$ cat config.mk
export PLATFORM = sky130hd
export DESIGN_NAME = pagerank_vertex_apply_core
export DESIGN_NICKNAME = d
export VERILOG_FILES = /design/src/hdl/pva_pkg.sv /design/src/hdl/pva_front.sv /design/src/hdl/pva_queue.sv /design/src/hdl/pva_back.sv /design/src/hdl/pagerank_vertex_apply_core.sv
export SDC_FILE = /design/constraint.sdc
export NUM_CORES = 2
export LEC_CHECK = 0
export BUFFER_PORTS_ARGS = -buffer_cell sky130_fd_sc_hd__buf_2
export CAP_MARGIN = 0
export CORE_ASPECT_RATIO = 0.75
export CORE_MARGIN = 2
export CORE_UTILIZATION = 56
export CTS_BUF_LIST = sky130_fd_sc_hd__clkbuf_4 sky130_fd_sc_hd__clkbuf_8 sky130_fd_sc_hd__clkbuf_16
export CTS_CLUSTER_DIAMETER = 50
export DETAILED_ROUTE_END_ITERATION = 16
export PLACE_DENSITY = 0.77
export SYNTH_ARGS = -nofsm -noshare
export SYNTH_HDL_FRONTEND = slang
export SYNTH_SLANG_ARGS = --single-unit
$ cat constraint.sdc
create_clock -name clock -period 10.6 [get_ports clock]
set_input_delay 1.06 -clock clock [delete_from_list [all_inputs] [get_ports clock]]
set_output_delay 1.06 -clock clock [all_outputs]
set_load 0.03 [all_outputs]
$ cat src/hdl/pva_pkg.sv
// Shared types and constants for the PageRank vertex apply core.
// Used by pva_front, pva_queue, pva_back and pagerank_vertex_apply_core.

package pva_pkg;

   // Data and register widths
   localparam int DATA_W      = 32;
   localparam int DAMP_W      = 17;
   localparam int DAMP_FRAC   = 16;
   localparam int CSR_IDX_W   = 1;

   localparam logic [DAMP_W-1:0] ONE_Q016     = 17'h10000;
   localparam logic [DAMP_W-1:0] DAMP_RESET   = 17'd55706;
   localparam logic [DATA_W-1:0] THRESH_RESET = 32'd7;
   localparam logic [DATA_W-1:0] COUNT_MAX    = 32'hFFFF_FFFF;

   localparam int FRAC_BITS_DEFAULT = 16;

   // Register indexes
   localparam logic [CSR_IDX_W-1:0] REG_DAMPING   = 1'b0;
   localparam logic [CSR_IDX_W-1:0] REG_THRESHOLD = 1'b1;

   // Commands
   localparam logic CMD_INIT  = 1'b0;
   localparam logic CMD_APPLY = 1'b1;

   // Queue between front and back
   localparam int QUEUE_DEPTH = 2;
   localparam int QPTR_W      = $clog2(QUEUE_DEPTH);
   localparam int QFILL_W     = $clog2(QUEUE_DEPTH + 1);

   // Divider sizing: dividend is damping*x with the Q1.16 fraction bits dropped
   localparam int PROD_W     = DAMP_W + DATA_W;
   localparam int DVD_W      = PROD_W - DAMP_FRAC;
   localparam int DIV_CNT_W  = $clog2(DVD_W + 1);

   // One classified vertex word handed from front to back
   typedef struct packed {
      logic [DATA_W-1:0] x;
      logic [DATA_W-1:0] degree;
      logic [DATA_W-1:0] score;
      logic [DATA_W-1:0] sum;
      logic [DATA_W-1:0] count;
      logic              active;
      logic              last;
      logic              do_push;
   } work_type;

   typedef struct packed {
      logic full;
      logic empty;
   } queue_status_type;

endpackage

$ cat src/hdl/pva_front.sv
// Front end: accepts vertex words, classifies them and keeps the pass count.
// Depends on pva_pkg; feeds pva_queue.

module pva_front #(
   parameter int FRAC_BITS = pva_pkg::FRAC_BITS_DEFAULT
) (
   input  logic                           clock,
   input  logic                           reset,
   input  logic                           req_valid,
   output logic                           req_stall,
   input  logic                           req_command,
   input  logic [pva_pkg::DATA_W-1:0]     req_vertex_delta,
   input  logic [pva_pkg::DATA_W-1:0]     req_vertex_score,
   input  logic [pva_pkg::DATA_W-1:0]     req_old_update_sum,
   input  logic [pva_pkg::DATA_W-1:0]     req_out_degree,
   input  logic                           req_last_vertex,
   input  logic [pva_pkg::DAMP_W-1:0]     damping_eff,
   input  logic [pva_pkg::DATA_W-1:0]     threshold,
   input  pva_pkg::queue_status_type      q_status,
   output logic                           q_push,
   output pva_pkg::work_type              q_entry
);

   localparam int SHL = (FRAC_BITS >= pva_pkg::DAMP_FRAC) ? FRAC_BITS - pva_pkg::DAMP_FRAC : 0;
   localparam int SHR = (FRAC_BITS <  pva_pkg::DAMP_FRAC) ? pva_pkg::DAMP_FRAC - FRAC_BITS : 0;

   logic [pva_pkg::DATA_W-1:0] count_ff, count_in;
   logic [pva_pkg::DATA_W-1:0] residual;
   logic [pva_pkg::DATA_W-1:0] count_now;
   logic [pva_pkg::DATA_W:0]   score_sum;
   logic                       hit;

   // Stall while the queue has no room
   assign req_stall = q_status.full;
   assign q_push    = req_valid && !q_status.full;

   // Initial residual (1 - damping) moved to FRAC_BITS fraction bits
   always_comb begin
      residual = {{(pva_pkg::DATA_W-pva_pkg::DAMP_W){1'b0}},
                  pva_pkg::ONE_Q016 - damping_eff};
      residual = (residual << SHL) >> SHR;
   end

   // Classify the word
   always_comb begin
      hit       = (req_command == pva_pkg::CMD_APPLY) && (req_vertex_delta > threshold);
      score_sum = {1'b0, req_vertex_score} + {1'b0, req_vertex_delta};
      count_now = count_ff;
      if (hit && count_ff != pva_pkg::COUNT_MAX) begin
         count_now = count_ff + 1'b1;
      end

      q_entry.degree = req_out_degree;
      q_entry.count  = count_now;
      q_entry.last   = req_last_vertex;
      if (req_command == pva_pkg::CMD_INIT) begin
         q_entry.x      = residual;
         q_entry.score  = residual;
         q_entry.sum    = '0;
         q_entry.active = 1'b1;
      end else if (hit) begin
         q_entry.x      = req_vertex_delta;
         q_entry.score  = score_sum[pva_pkg::DATA_W] ? pva_pkg::COUNT_MAX
                                                     : score_sum[pva_pkg::DATA_W-1:0];
         q_entry.sum    = req_vertex_delta;
         q_entry.active = 1'b1;
      end else begin
         q_entry.x      = '0;
         q_entry.score  = req_vertex_score;
         q_entry.sum    = req_old_update_sum;
         q_entry.active = 1'b0;
      end
      q_entry.do_push = q_entry.active && (req_out_degree != '0);
   end

   // Advance the pass count, restart it after the last vertex
   always_comb begin
      count_in = count_ff;
      if (q_push) begin
         count_in = req_last_vertex ? '0 : count_now;
      end
   end

   always_ff @(posedge clock) begin
      if (reset) begin
         count_ff <= '0;
      end else begin
         count_ff <= count_in;
      end
   end

endmodule

$ cat src/hdl/pva_queue.sv
// Short FIFO of classified vertex words between front and back.
// Depends on pva_pkg.

module pva_queue (
   input  logic                      clock,
   input  logic                      reset,
   input  logic                      push,
   input  pva_pkg::work_type         push_entry,
   input  logic                      pop,
   output pva_pkg::work_type         head_entry,
   output pva_pkg::queue_status_type status
);

   pva_pkg::work_type                mem_ff [pva_pkg::QUEUE_DEPTH];
   logic [pva_pkg::QPTR_W-1:0]       wr_ptr_ff, wr_ptr_in;
   logic [pva_pkg::QPTR_W-1:0]       rd_ptr_ff, rd_ptr_in;
   logic [pva_pkg::QFILL_W-1:0]      fill_ff, fill_in;
   logic                             do_push, do_pop;

   assign status.full  = (fill_ff == pva_pkg::QFILL_W'(pva_pkg::QUEUE_DEPTH));
   assign status.empty = (fill_ff == '0);
   assign head_entry   = mem_ff[rd_ptr_ff];

   assign do_push = push && !status.full;
   assign do_pop  = pop && !status.empty;

   // Advance pointers and fill level
   always_comb begin
      wr_ptr_in = do_push ? wr_ptr_ff + 1'b1 : wr_ptr_ff;
      rd_ptr_in = do_pop  ? rd_ptr_ff + 1'b1 : rd_ptr_ff;
      fill_in   = fill_ff;
      if (do_push && !do_pop) begin
         fill_in = fill_ff + 1'b1;
      end else if (do_pop && !do_push) begin
         fill_in = fill_ff - 1'b1;
      end
   end

   always_ff @(posedge clock) begin
      if (reset) begin
         wr_ptr_ff <= '0;
         rd_ptr_ff <= '0;
         fill_ff   <= '0;
      end else begin
         wr_ptr_ff <= wr_ptr_in;
         rd_ptr_ff <= rd_ptr_in;
         fill_ff   <= fill_in;
      end
   end

   // Store the word
   always_ff @(posedge clock) begin
      if (do_push) begin
         mem_ff[wr_ptr_ff] <= push_entry;
      end
   end

endmodule

$ cat src/hdl/pva_back.sv
// Back end: multiplies by damping, divides by out-degree one bit a cycle,
// and holds the result word in the output register. Depends on pva_pkg.

module pva_back (
   input  logic                        clock,
   input  logic                        reset,
   input  pva_pkg::queue_status_type   q_status,
   input  pva_pkg::work_type           q_head,
   output logic                        q_pop,
   input  logic [pva_pkg::DAMP_W-1:0]  damping_eff,
   output logic                        rsp_valid,
   input  logic                        rsp_stall,
   output logic [pva_pkg::DATA_W-1:0]  rsp_new_score,
   output logic [pva_pkg::DATA_W-1:0]  rsp_push_value,
   output logic [pva_pkg::DATA_W-1:0]  rsp_new_update_sum,
   output logic                        rsp_vertex_active,
   output logic [pva_pkg::DATA_W-1:0]  rsp_update_count,
   output logic                        rsp_pass_done
);

   localparam logic [1:0] ST_IDLE = 2'd0;
   localparam logic [1:0] ST_MUL  = 2'd1;
   localparam logic [1:0] ST_DIV  = 2'd2;
   localparam logic [1:0] ST_FIN  = 2'd3;

   logic [1:0]                      state_ff, state_in;
   pva_pkg::work_type               ent_ff, ent_in;
   logic [pva_pkg::DVD_W-1:0]       dvd_ff, dvd_in;
   logic [pva_pkg::DATA_W-1:0]      rem_ff, rem_in;
   logic [pva_pkg::DIV_CNT_W-1:0]   cnt_ff, cnt_in;
   logic [pva_pkg::PROD_W-1:0]      prod;
   logic [pva_pkg::DATA_W:0]        trial;
   logic [pva_pkg::DATA_W:0]        diff;
   logic                            qbit;
   logic                            out_free;
   logic                            load_out;

   logic                            rsp_valid_ff, rsp_valid_in;
   logic [pva_pkg::DATA_W-1:0]      score_ff, push_ff, sum_ff, count_ff;
   logic                            active_ff, done_ff;

   assign out_free = !rsp_valid_ff || !rsp_stall;
   assign prod     = pva_pkg::PROD_W'(damping_eff) * pva_pkg::PROD_W'(ent_ff.x);

   // One restoring divide step
   always_comb begin
      trial = {rem_ff, dvd_ff[pva_pkg::DVD_W-1]};
      diff  = trial - {1'b0, ent_ff.degree};
      qbit  = (trial >= {1'b0, ent_ff.degree});
   end

   // Sequence one word: take, multiply, divide, deliver; a word that pushes nothing goes from take to deliver
   always_comb begin
      state_in = state_ff;
      ent_in   = ent_ff;
      dvd_in   = dvd_ff;
      rem_in   = rem_ff;
      cnt_in   = cnt_ff;
      q_pop    = 1'b0;
      load_out = 1'b0;
      unique case (state_ff)
         ST_IDLE: begin
            if (!q_status.empty) begin
               q_pop    = 1'b1;
               ent_in   = q_head;
               dvd_in   = '0;
               state_in = q_head.do_push ? ST_MUL : ST_FIN;
            end
         end
         ST_MUL: begin
            dvd_in   = prod[pva_pkg::PROD_W-1:pva_pkg::DAMP_FRAC];
            rem_in   = '0;
            cnt_in   = pva_pkg::DIV_CNT_W'(pva_pkg::DVD_W);
            state_in = ST_DIV;
         end
         ST_DIV: begin
            rem_in = qbit ? diff[pva_pkg::DATA_W-1:0] : trial[pva_pkg::DATA_W-1:0];
            dvd_in = {dvd_ff[pva_pkg::DVD_W-2:0], qbit};
            cnt_in = cnt_ff - 1'b1;
            if (cnt_ff == pva_pkg::DIV_CNT_W'(1)) begin
               state_in = ST_FIN;
            end
         end
         ST_FIN: begin
            if (out_free) begin
               load_out = 1'b1;
               state_in = ST_IDLE;
            end
         end
         default: state_in = ST_IDLE;
      endcase
   end

   // Hold the result until taken
   always_comb begin
      rsp_valid_in = rsp_valid_ff;
      if (load_out) begin
         rsp_valid_in = 1'b1;
      end else if (!rsp_stall) begin
         rsp_valid_in = 1'b0;
      end
   end

   always_ff @(posedge clock) begin
      if (reset) begin
         state_ff     <= ST_IDLE;
         rsp_valid_ff <= 1'b0;
      end else begin
         state_ff     <= state_in;
         rsp_valid_ff <= rsp_valid_in;
      end
   end

   always_ff @(posedge clock) begin
      ent_ff <= ent_in;
      dvd_ff <= dvd_in;
      rem_ff <= rem_in;
      cnt_ff <= cnt_in;
      if (load_out) begin
         score_ff  <= ent_ff.score;
         push_ff   <= dvd_ff[pva_pkg::DATA_W-1:0];
         sum_ff    <= ent_ff.sum;
         active_ff <= ent_ff.active;
         count_ff  <= ent_ff.count;
         done_ff   <= ent_ff.last;
      end
   end

   assign rsp_valid          = rsp_valid_ff;
   assign rsp_new_score      = score_ff;
   assign rsp_push_value     = push_ff;
   assign rsp_new_update_sum = sum_ff;
   assign rsp_vertex_active  = active_ff;
   assign rsp_update_count   = count_ff;
   assign rsp_pass_done      = done_ff;

endmodule

$ cat src/hdl/pagerank_vertex_apply_core.sv
// PageRank vertex apply core: each request word is one vertex record and yields one
// response word. Apply and init words whose vertex is active and whose out-degree is
// non-zero go through take, multiply, 33 divide steps of the radix-2 out-degree divider
// and deliver in the back end; other words go from take to deliver. A two-word queue
// lets the front accept while the divider runs, and the output register lets the next
// word start while a response waits. Registers: damping (index 0, Q1.16, values above
// 1.0 act as 1.0) and threshold (index 1); write them only while the core is idle.
// Depends on pva_pkg, pva_front, pva_queue and pva_back.

module pagerank_vertex_apply_core #(
   parameter int FRAC_BITS = pva_pkg::FRAC_BITS_DEFAULT
) (
   input  logic                           clock,
   input  logic                           reset,
   input  logic                           req_valid,
   output logic                           req_stall,
   input  logic                           req_command,
   input  logic [pva_pkg::DATA_W-1:0]     req_vertex_delta,
   input  logic [pva_pkg::DATA_W-1:0]     req_vertex_score,
   input  logic [pva_pkg::DATA_W-1:0]     req_old_update_sum,
   input  logic [pva_pkg::DATA_W-1:0]     req_out_degree,
   input  logic                           req_last_vertex,
   output logic                           rsp_valid,
   input  logic                           rsp_stall,
   output logic [pva_pkg::DATA_W-1:0]     rsp_new_score,
   output logic [pva_pkg::DATA_W-1:0]     rsp_push_value,
   output logic [pva_pkg::DATA_W-1:0]     rsp_new_update_sum,
   output logic                           rsp_vertex_active,
   output logic [pva_pkg::DATA_W-1:0]     rsp_update_count,
   output logic                           rsp_pass_done,
   input  logic                           csr_write_enable,
   input  logic [pva_pkg::CSR_IDX_W-1:0]  csr_index,
   input  logic [pva_pkg::DATA_W-1:0]     csr_write_data
);

   logic [pva_pkg::DAMP_W-1:0]  damping_ff, damping_in;
   logic [pva_pkg::DATA_W-1:0]  threshold_ff, threshold_in;
   logic [pva_pkg::DAMP_W-1:0]  damping_eff;
   pva_pkg::queue_status_type   q_status;
   pva_pkg::work_type           q_entry;
   pva_pkg::work_type           q_head;
   logic                        q_push;
   logic                        q_pop;

   // Decode register writes
   always_comb begin
      damping_in   = damping_ff;
      threshold_in = threshold_ff;
      if (csr_write_enable) begin
         unique case (csr_index)
            pva_pkg::REG_DAMPING:   damping_in   = csr_write_data[pva_pkg::DAMP_W-1:0];
            pva_pkg::REG_THRESHOLD: threshold_in = csr_write_data;
            default: ;
         endcase
      end
   end

   always_ff @(posedge clock) begin
      if (reset) begin
         damping_ff   <= pva_pkg::DAMP_RESET;
         threshold_ff <= pva_pkg::THRESH_RESET;
      end else begin
         damping_ff   <= damping_in;
         threshold_ff <= threshold_in;
      end
   end

   // Clamp damping at 1.0
   assign damping_eff = (damping_ff > pva_pkg::ONE_Q016) ? pva_pkg::ONE_Q016 : damping_ff;

   pva_front #(
      .FRAC_BITS (FRAC_BITS)
   ) u_front (
      .clock              (clock),
      .reset              (reset),
      .req_valid          (req_valid),
      .req_stall          (req_stall),
      .req_command        (req_command),
      .req_vertex_delta   (req_vertex_delta),
      .req_vertex_score   (req_vertex_score),
      .req_old_update_sum (req_old_update_sum),
      .req_out_degree     (req_out_degree),
      .req_last_vertex    (req_last_vertex),
      .damping_eff        (damping_eff),
      .threshold          (threshold_ff),
      .q_status           (q_status),
      .q_push             (q_push),
      .q_entry            (q_entry)
   );

   pva_queue u_queue (
      .clock      (clock),
      .reset      (reset),
      .push       (q_push),
      .push_entry (q_entry),
      .pop        (q_pop),
      .head_entry (q_head),
      .status     (q_status)
   );

   pva_back u_back (
      .clock              (clock),
      .reset              (reset),
      .q_status           (q_status),
      .q_head             (q_head),
      .q_pop              (q_pop),
      .damping_eff        (damping_eff),
      .rsp_valid          (rsp_valid),
      .rsp_stall          (rsp_stall),
      .rsp_new_score      (rsp_new_score),
      .rsp_push_value     (rsp_push_value),
      .rsp_new_update_sum (rsp_new_update_sum),
      .rsp_vertex_active  (rsp_vertex_active),
      .rsp_update_count   (rsp_update_count),
      .rsp_pass_done      (rsp_pass_done)
   );

`ifndef SYNTHESIS
   // An inactive vertex pushes nothing
   a_inactive_no_push: assert property (@(posedge clock) disable iff (reset)
      rsp_valid && !rsp_vertex_active |-> rsp_push_value == '0)
      else $error("inactive vertex with non-zero push value");

   // Queue cannot be both full and empty
   a_queue_status: assert property (@(posedge clock) disable iff (reset)
      !(q_status.full && q_status.empty))
      else $error("queue status full and empty at once");

   // No word is pushed into a full queue
   a_no_overflow: assert property (@(posedge clock) disable iff (reset)
      q_status.full |-> !q_push)
      else $error("push into full queue");

   // No response right after reset
   a_reset_idle: assert property (@(posedge clock)
      reset |=> !rsp_valid)
      else $error("response valid after reset");
`endif

endmodule

Yosys cells after proc, flatten, opt, wreduce, memory -nomap -nowiden
Memories as Yosys holds them, arrays and structs flattened. A register that Yosys moved wholly into a read port is not among the register bits.
Cells that the tools add are included.

operators by class
  add/sub/neg operators = 9
  $mul = 1
  div/mod/pow operators = 0
  $lt $le $gt $ge = 3
  equality and inequality tests = 10
  shift-type cells = 0
  muxes and demuxes = 32
  bitwise operators = 2
  reduce and logical (&&, ||, !) cells = 26

operators by type and width
  cell                    count
  $mux 32                 6
  $mux 64                 2
  $pmux 33 s3             1
  $pmux 32 s2             1
  $mul 17x32->49          1
  $add 32x32->33          1
  $ge 33x32->1            1
  $mux 33                 1
  $add 32x1->32 const B   1
  $gt 32x32->1            1
  $ne 32x32->1 const B    1
  $reduce_bool 32->1      1
  $sub 32x32->32          1
  $gt 17x17->1 const B    1
  $mux 17                 1
  $sub 17x17->17 const A  1
  $mux 1                  12
  $mux 2                  6
  $pmux 6 s2              1
  $logic_and 1x1->1       8
  $pmux 2 s4              1
  $reduce_and 2->1        4
  $eq 2x2->1 const B      3
  $eq 6x1->1 const B      1
  other kinds (14)        25

word-level totals
  bits in registers = 451
  latch bits = 0
  bits in writable memories = 326
  ROM bits = 0
  input bits = 168
  logic and storage cells = 108
  memories kept = 1

memories
  memory          words  bits a word  read ports  clocked after Yosys merged registers in  wr ports  line             RTL
  u_queue.mem_ff  2      163          1           1                                        1         pva_queue.sv:14  pva_pkg::work_type mem_ff [pva_pkg::QUEUE_DEPTH];

Depth between registers and ports, before layout
  word-level depth = 8
  depth in mapped cells = 30
  mapped depth without buffers = 29

By module
A second synthesis with hierarchy kept.

unflattened totals
  cell total of the unflattened synthesis = 4592
  area, all modules = 51615.8 um^2

modules (own cells, without submodules)
  module                      times used  cells an instance  area an instance (um^2)
  pva_back                    1           2840               30925.9
  pva_queue                   1           532                12251.8
  pva_front                   1           981                6516.2
  pagerank_vertex_apply_core  1           239                1921.8

Worst setup path after synthesis
Ideal clock, no wire load.

  kind = input to register
  start point = input port rsp_stall
  end point = register u_back.score_ff (netlist bit u_back.rsp_new_score[0]) (enable)
  setup time = 0.816 ns
  arrival = 10.456 ns
  data required time = 9.784 ns
  slack = -0.672 ns
  cell stages on the path = 1
  buffers on the path = 0
  cell sequence = a21boi_0

on the way
  longest elaborated chain between the ends = 4

ends and longest elaborated chain
  what                  line                              RTL
  start, declared       pagerank_vertex_apply_core.sv:24  input logic rsp_stall,
  $logic_not 1->1       pva_back.sv:42                    assign out_free = !rsp_valid_ff || !rsp_stall;
  $logic_or 1x1->1      pva_back.sv:42
  $mux 1                pva_back.sv:85                    if (out_free) begin
  $mux 1                pva_back.sv:61                    unique case (state_ff)
  end signal, assigned  pva_back.sv:120                   score_ff <= ent_ff.score;
  end, declared         pva_back.sv:39                    logic [pva_pkg::DATA_W-1:0] score_ff, push_ff, sum_ff, count_ff;

Every way passes these cells.
A chain may end at the register's enable or synchronous reset.

Worst setup path after layout
  start point = register damping_ff[2] (netlist bit)
  end point = register u_back.dvd_ff[26] (netlist bit) (data pin)

on the way
  longest elaborated chain between the ends = 4

ends and longest elaborated chain
  what                              line                              RTL
  start, declared                   pagerank_vertex_apply_core.sv:36  logic [pva_pkg::DAMP_W-1:0] damping_ff, damping_in;
  start signal, assigned            pagerank_vertex_apply_core.sv:60  damping_ff <= pva_pkg::DAMP_RESET;
  start signal, assigned            pagerank_vertex_apply_core.sv:63  damping_ff <= damping_in;
  $gt 17x17->1                      pagerank_vertex_apply_core.sv:69  assign damping_eff = (damping_ff > pva_pkg::ONE_Q016) ? pva_pkg::ONE_Q016 : damping_ff;
  $mux 17 *                         pagerank_vertex_apply_core.sv:69
  $mul 17x32->49 *                  pva_back.sv:43                    assign prod = pva_pkg::PROD_W'(damping_eff) * pva_pkg::PROD_W'(ent_ff.x);
  $pmux 33 s3 *                     pva_back.sv:61
  named net u_back.dvd_in, one bit  pva_back.sv:28                    logic [pva_pkg::DVD_W-1:0] dvd_ff, dvd_in;
  end signal, assigned              pva_back.sv:116                   dvd_ff <= dvd_in;
  end, declared                     pva_back.sv:28

Mark *: on every way through the listed nets, which the timed path passes. The rest lies on a longest branch.

==> results_dict.tcl <==
set metrics [dict create \
    drt_iter0_markers 3289 \
    ctsResizeCount 0 \
    hold_path_end "u_back.rsp_new_update_sum[6]" \
    core_sq_mm 0.0893 \
    synth_top_area_frac 0.411 \
    ctsHoldBuffers 0 \
    drt-pass1-iter-count 6 \
    cts_sinks 778 \
    grt_pass1_vias 34000 \
    worstSetupStartpoint "damping_ff[2]" \
    r2r-end "u_back.dvd_ff[26]" \
    reg2reg_depth 27 \
    fin_crit_sh 0.891 \
    area_delta_synth_final_pct 10.9 \
    ioPinCount 300 \
    yosys-mux-area-fraction 0.0420 \
    synth_top_family_by_area "adder cells" \
    crit_top_cell "fa_1" \
    cts-buffers-inserted 83 \
    num_rows 95 \
    cp.required_ns 10.96 \
    synth.distinct_cells 73 \
    tns_ns 0 \
    finalCriticalPeriod_ns 9.45 \
    synth_top_cells_by_count "689 x edfxtp_1, 600 x inv_1, 556 x nand2_1, 449 x fa_1, 239 x and2_1" \
    drive_gt1_frac 0.147 \
    grt_pass1_wl_microns 193000 \
    fmax_mhz 106 \
    viasPerCell 5.69 \
    ys_ff_latch 778 \
    die_area_sq_mm 0.0923 \
    synth_edf_count 689 \
    io_buffer_count 299 \
    syn-num-nets 5274 \
    dp_hpwl_microns 88400 \
    drt-total-wl_microns 125000 \
    cp_slowest_cell "nor2_2" \
    synth.cell_area_sq_mm 0.0503 \
    async_reset_ff_frac 0 \
    r2r_setup_slack_ns 1.15 \
    clk_pin_slew_ns 0.06 \
    cts_root_buf "clkbuf_16" \
    slew_violations 0 \
    critPathMaxFanout 16 \
    synth-xor-area-share 0.0240 \
    synth.area.top_cells "edfxtp_1 41%, fa_1 18%, ha_1 5.7%, inv_1 4.5%, nand2_1 4.1%" \
    crit_arrival_ns 9.81 \
    ant_nets 0 \
    largest_reg_flops 326 \
    fin_skew_ns 0.0352 \
    fp.dieW_microns 350 \
    fp.dieH_microns 264 \
    post_cts_buffers 0 \
    ys_warn_count 0 \
    reg_top3 "u_queue.mem_ff (326), u_back.ent_ff (162), u_back.dvd_ff (33)" \
    outcome "finished, final reports clean" \
    hold_class "flop to flop" \
    ys_seq_area_frac 0.446 \
    grt_use_total 0.272 \
    worstHoldPathCells 0 \
    cts_max_level 3 \
    tightest_slew_ns 1.28 \
    overflow 0 \
    finalSetupViolations 0 \
    yosysMostFrequentCell "edfxtp_1" \
    synth_ff_type "edfxtp_1" \
    maxCapViolCount 0 \
    synth_top_area_cell "edfxtp_1" \
    antenna_found_initial 11 \
    start_kind "flop" \
    place.gp.congestion 0.958 \
    nNetsFinal 5475 \
    max_slew_margin 0.146 \
    synth_cells 4429 \
    start_util 0.564 \
    reg2reg_from "damping_ff[2]" \
    vias 33600 \
    synthSimpleGateAreaFrac 0.120 \
    wl_per_cell_microns 21.1 \
    insertion_delay_ns 0.66 \
    regMostFlops "u_queue.mem_ff" \
    synth.avg_cell_area_sq_um 11.4 \
    route.detailed.drc 0 \
    fillers 6856 \
    worstSetupPathType "flop to flop" \
    end_kind "flop" \
    rsz0062_at_grt "false" \
    synth_compound_area_frac 0.0711 \
    clockBufferDepth 3 \
    worstHoldStart "u_back.ent_ff[41]" \
    hold_viol 0 \
    critical-path-max-stage-delay_ns 0.76 \
    grt_max_degree 165 \
    cts_tree "yes" \
    synth_fa_ha_area_frac 0.235 \
]
layer usage:
| layer | GRT usage | share of wire |
|---|---|---|
| met3 | 0.0719 | 0.10 |
| met2 | 0.415 | 0.45 |
| met4 | 0.0773 | 0.028 |
| met5 | 0 | 0.00073 |
| met1 | 0.385 | 0.42 |
cells by family after synthesis:
kind of cell             count (synthesis)
multiplexers                           191
AO/OA/AOI/OAI                          583
buffers and inverters                  817
adder cells (fa/ha/maj)                677
flip-flops                             778
AND/OR/NAND/NOR                       1245
XOR/XNOR                               138
area by class of cell:
type                    count  area (sq um)  area share
diodes                      4          10.0    0.000179
clock buffers             104          2260      0.0406
clock inverters            49           648      0.0116
inverters                 600          2260      0.0404
multi-input cells        2834         24900       0.445
flip-flops and latches    778         22500       0.403
well taps                1212          1520      0.0272
repair buffers            333          1790      0.0321
cell usage in the layout, fill, tap and decap left out, types with 10 or more instances in the layout:
| master | synthesis | final |
|---|---|---|
| edfxtp_1 | 689 | 689 |
| inv_1 | 600 | 599 |
| nand2_1 | 556 | 556 |
| fa_1 | 449 | 449 |
| buf_2 | 6 | 298 |
| and2_1 | 239 | 239 |
| ha_1 | 228 | 227 |
| a21oi_1 | 200 | 199 |
| mux2_2 | 162 | 162 |
| nor2_1 | 152 | 149 |
| o21ai_0 | 140 | 139 |
| dfxtp_1 | 89 | 87 |
| clkbuf_16 | 0 | 84 |
| xnor2_1 | 81 | 81 |
| xor2_1 | 57 | 57 |
| a21o_1 | 53 | 53 |
| and3_1 | 49 | 49 |
| nor2b_1 | 57 | 45 |
| nand3_1 | 38 | 38 |
| buf_4 | 2 | 32 |
| nand4_1 | 30 | 30 |
| nor3_1 | 29 | 29 |
| mux2i_1 | 29 | 29 |
| a31oi_1 | 28 | 28 |
| or3_1 | 27 | 27 |
| o21bai_1 | 22 | 22 |
| o221ai_1 | 20 | 20 |
| a22oi_1 | 19 | 19 |
| clkbuf_4 | 0 | 18 |
| a211oi_1 | 17 | 17 |
| nand3b_1 | 14 | 14 |
| o211ai_1 | 13 | 13 |
| nor4_1 | 13 | 13 |
| nand2b_1 | 10 | 10 |
| o21ai_1 | 9 | 10 |
worst max-delay path by stage:
stage,endpoint,slack [ns],depth (start not counted)
after floorplan,u_queue.mem_ff[1][0],1.81,3
after global placement,u_back.dvd_ff[26],1.57,27
after detailed placement,u_back.dvd_ff[26],1.25,27
after CTS,u_back.dvd_ff[26],1.20,27
after global routing,u_back.dvd_ff[26],0.61,27
final,u_back.dvd_ff[26],1.15,27
metrics by stage:
step                      worst slack [ns]  area, sq um  utilization  hold WS [ns]  std cells
after detailed placement              1.25        52900        0.593         0.405       5757
after global placement                1.57        52900        0.593         0.401       5757
after CTS                             1.20        55800        0.625         0.414       5910
after floorplan                       1.81        50300            -         0.400       4429
after global routing                 0.613        55800        0.626         0.420       5914
final                                 1.15        55800        0.626         0.414       5914
worst max-delay path, delay by kind of cell, from the launching register on:
family	cells	cell delay, ns
buf+inv	4	0.48
fa+ha+maj	7	3.40
flops	1	0.40
simple gates	7	2.54
compound gates	8	2.11
xor+xnor	1	0.21
Power is not shown: default switching activity piles up to over one toggle a cycle in this logic, so the estimate is an artifact.
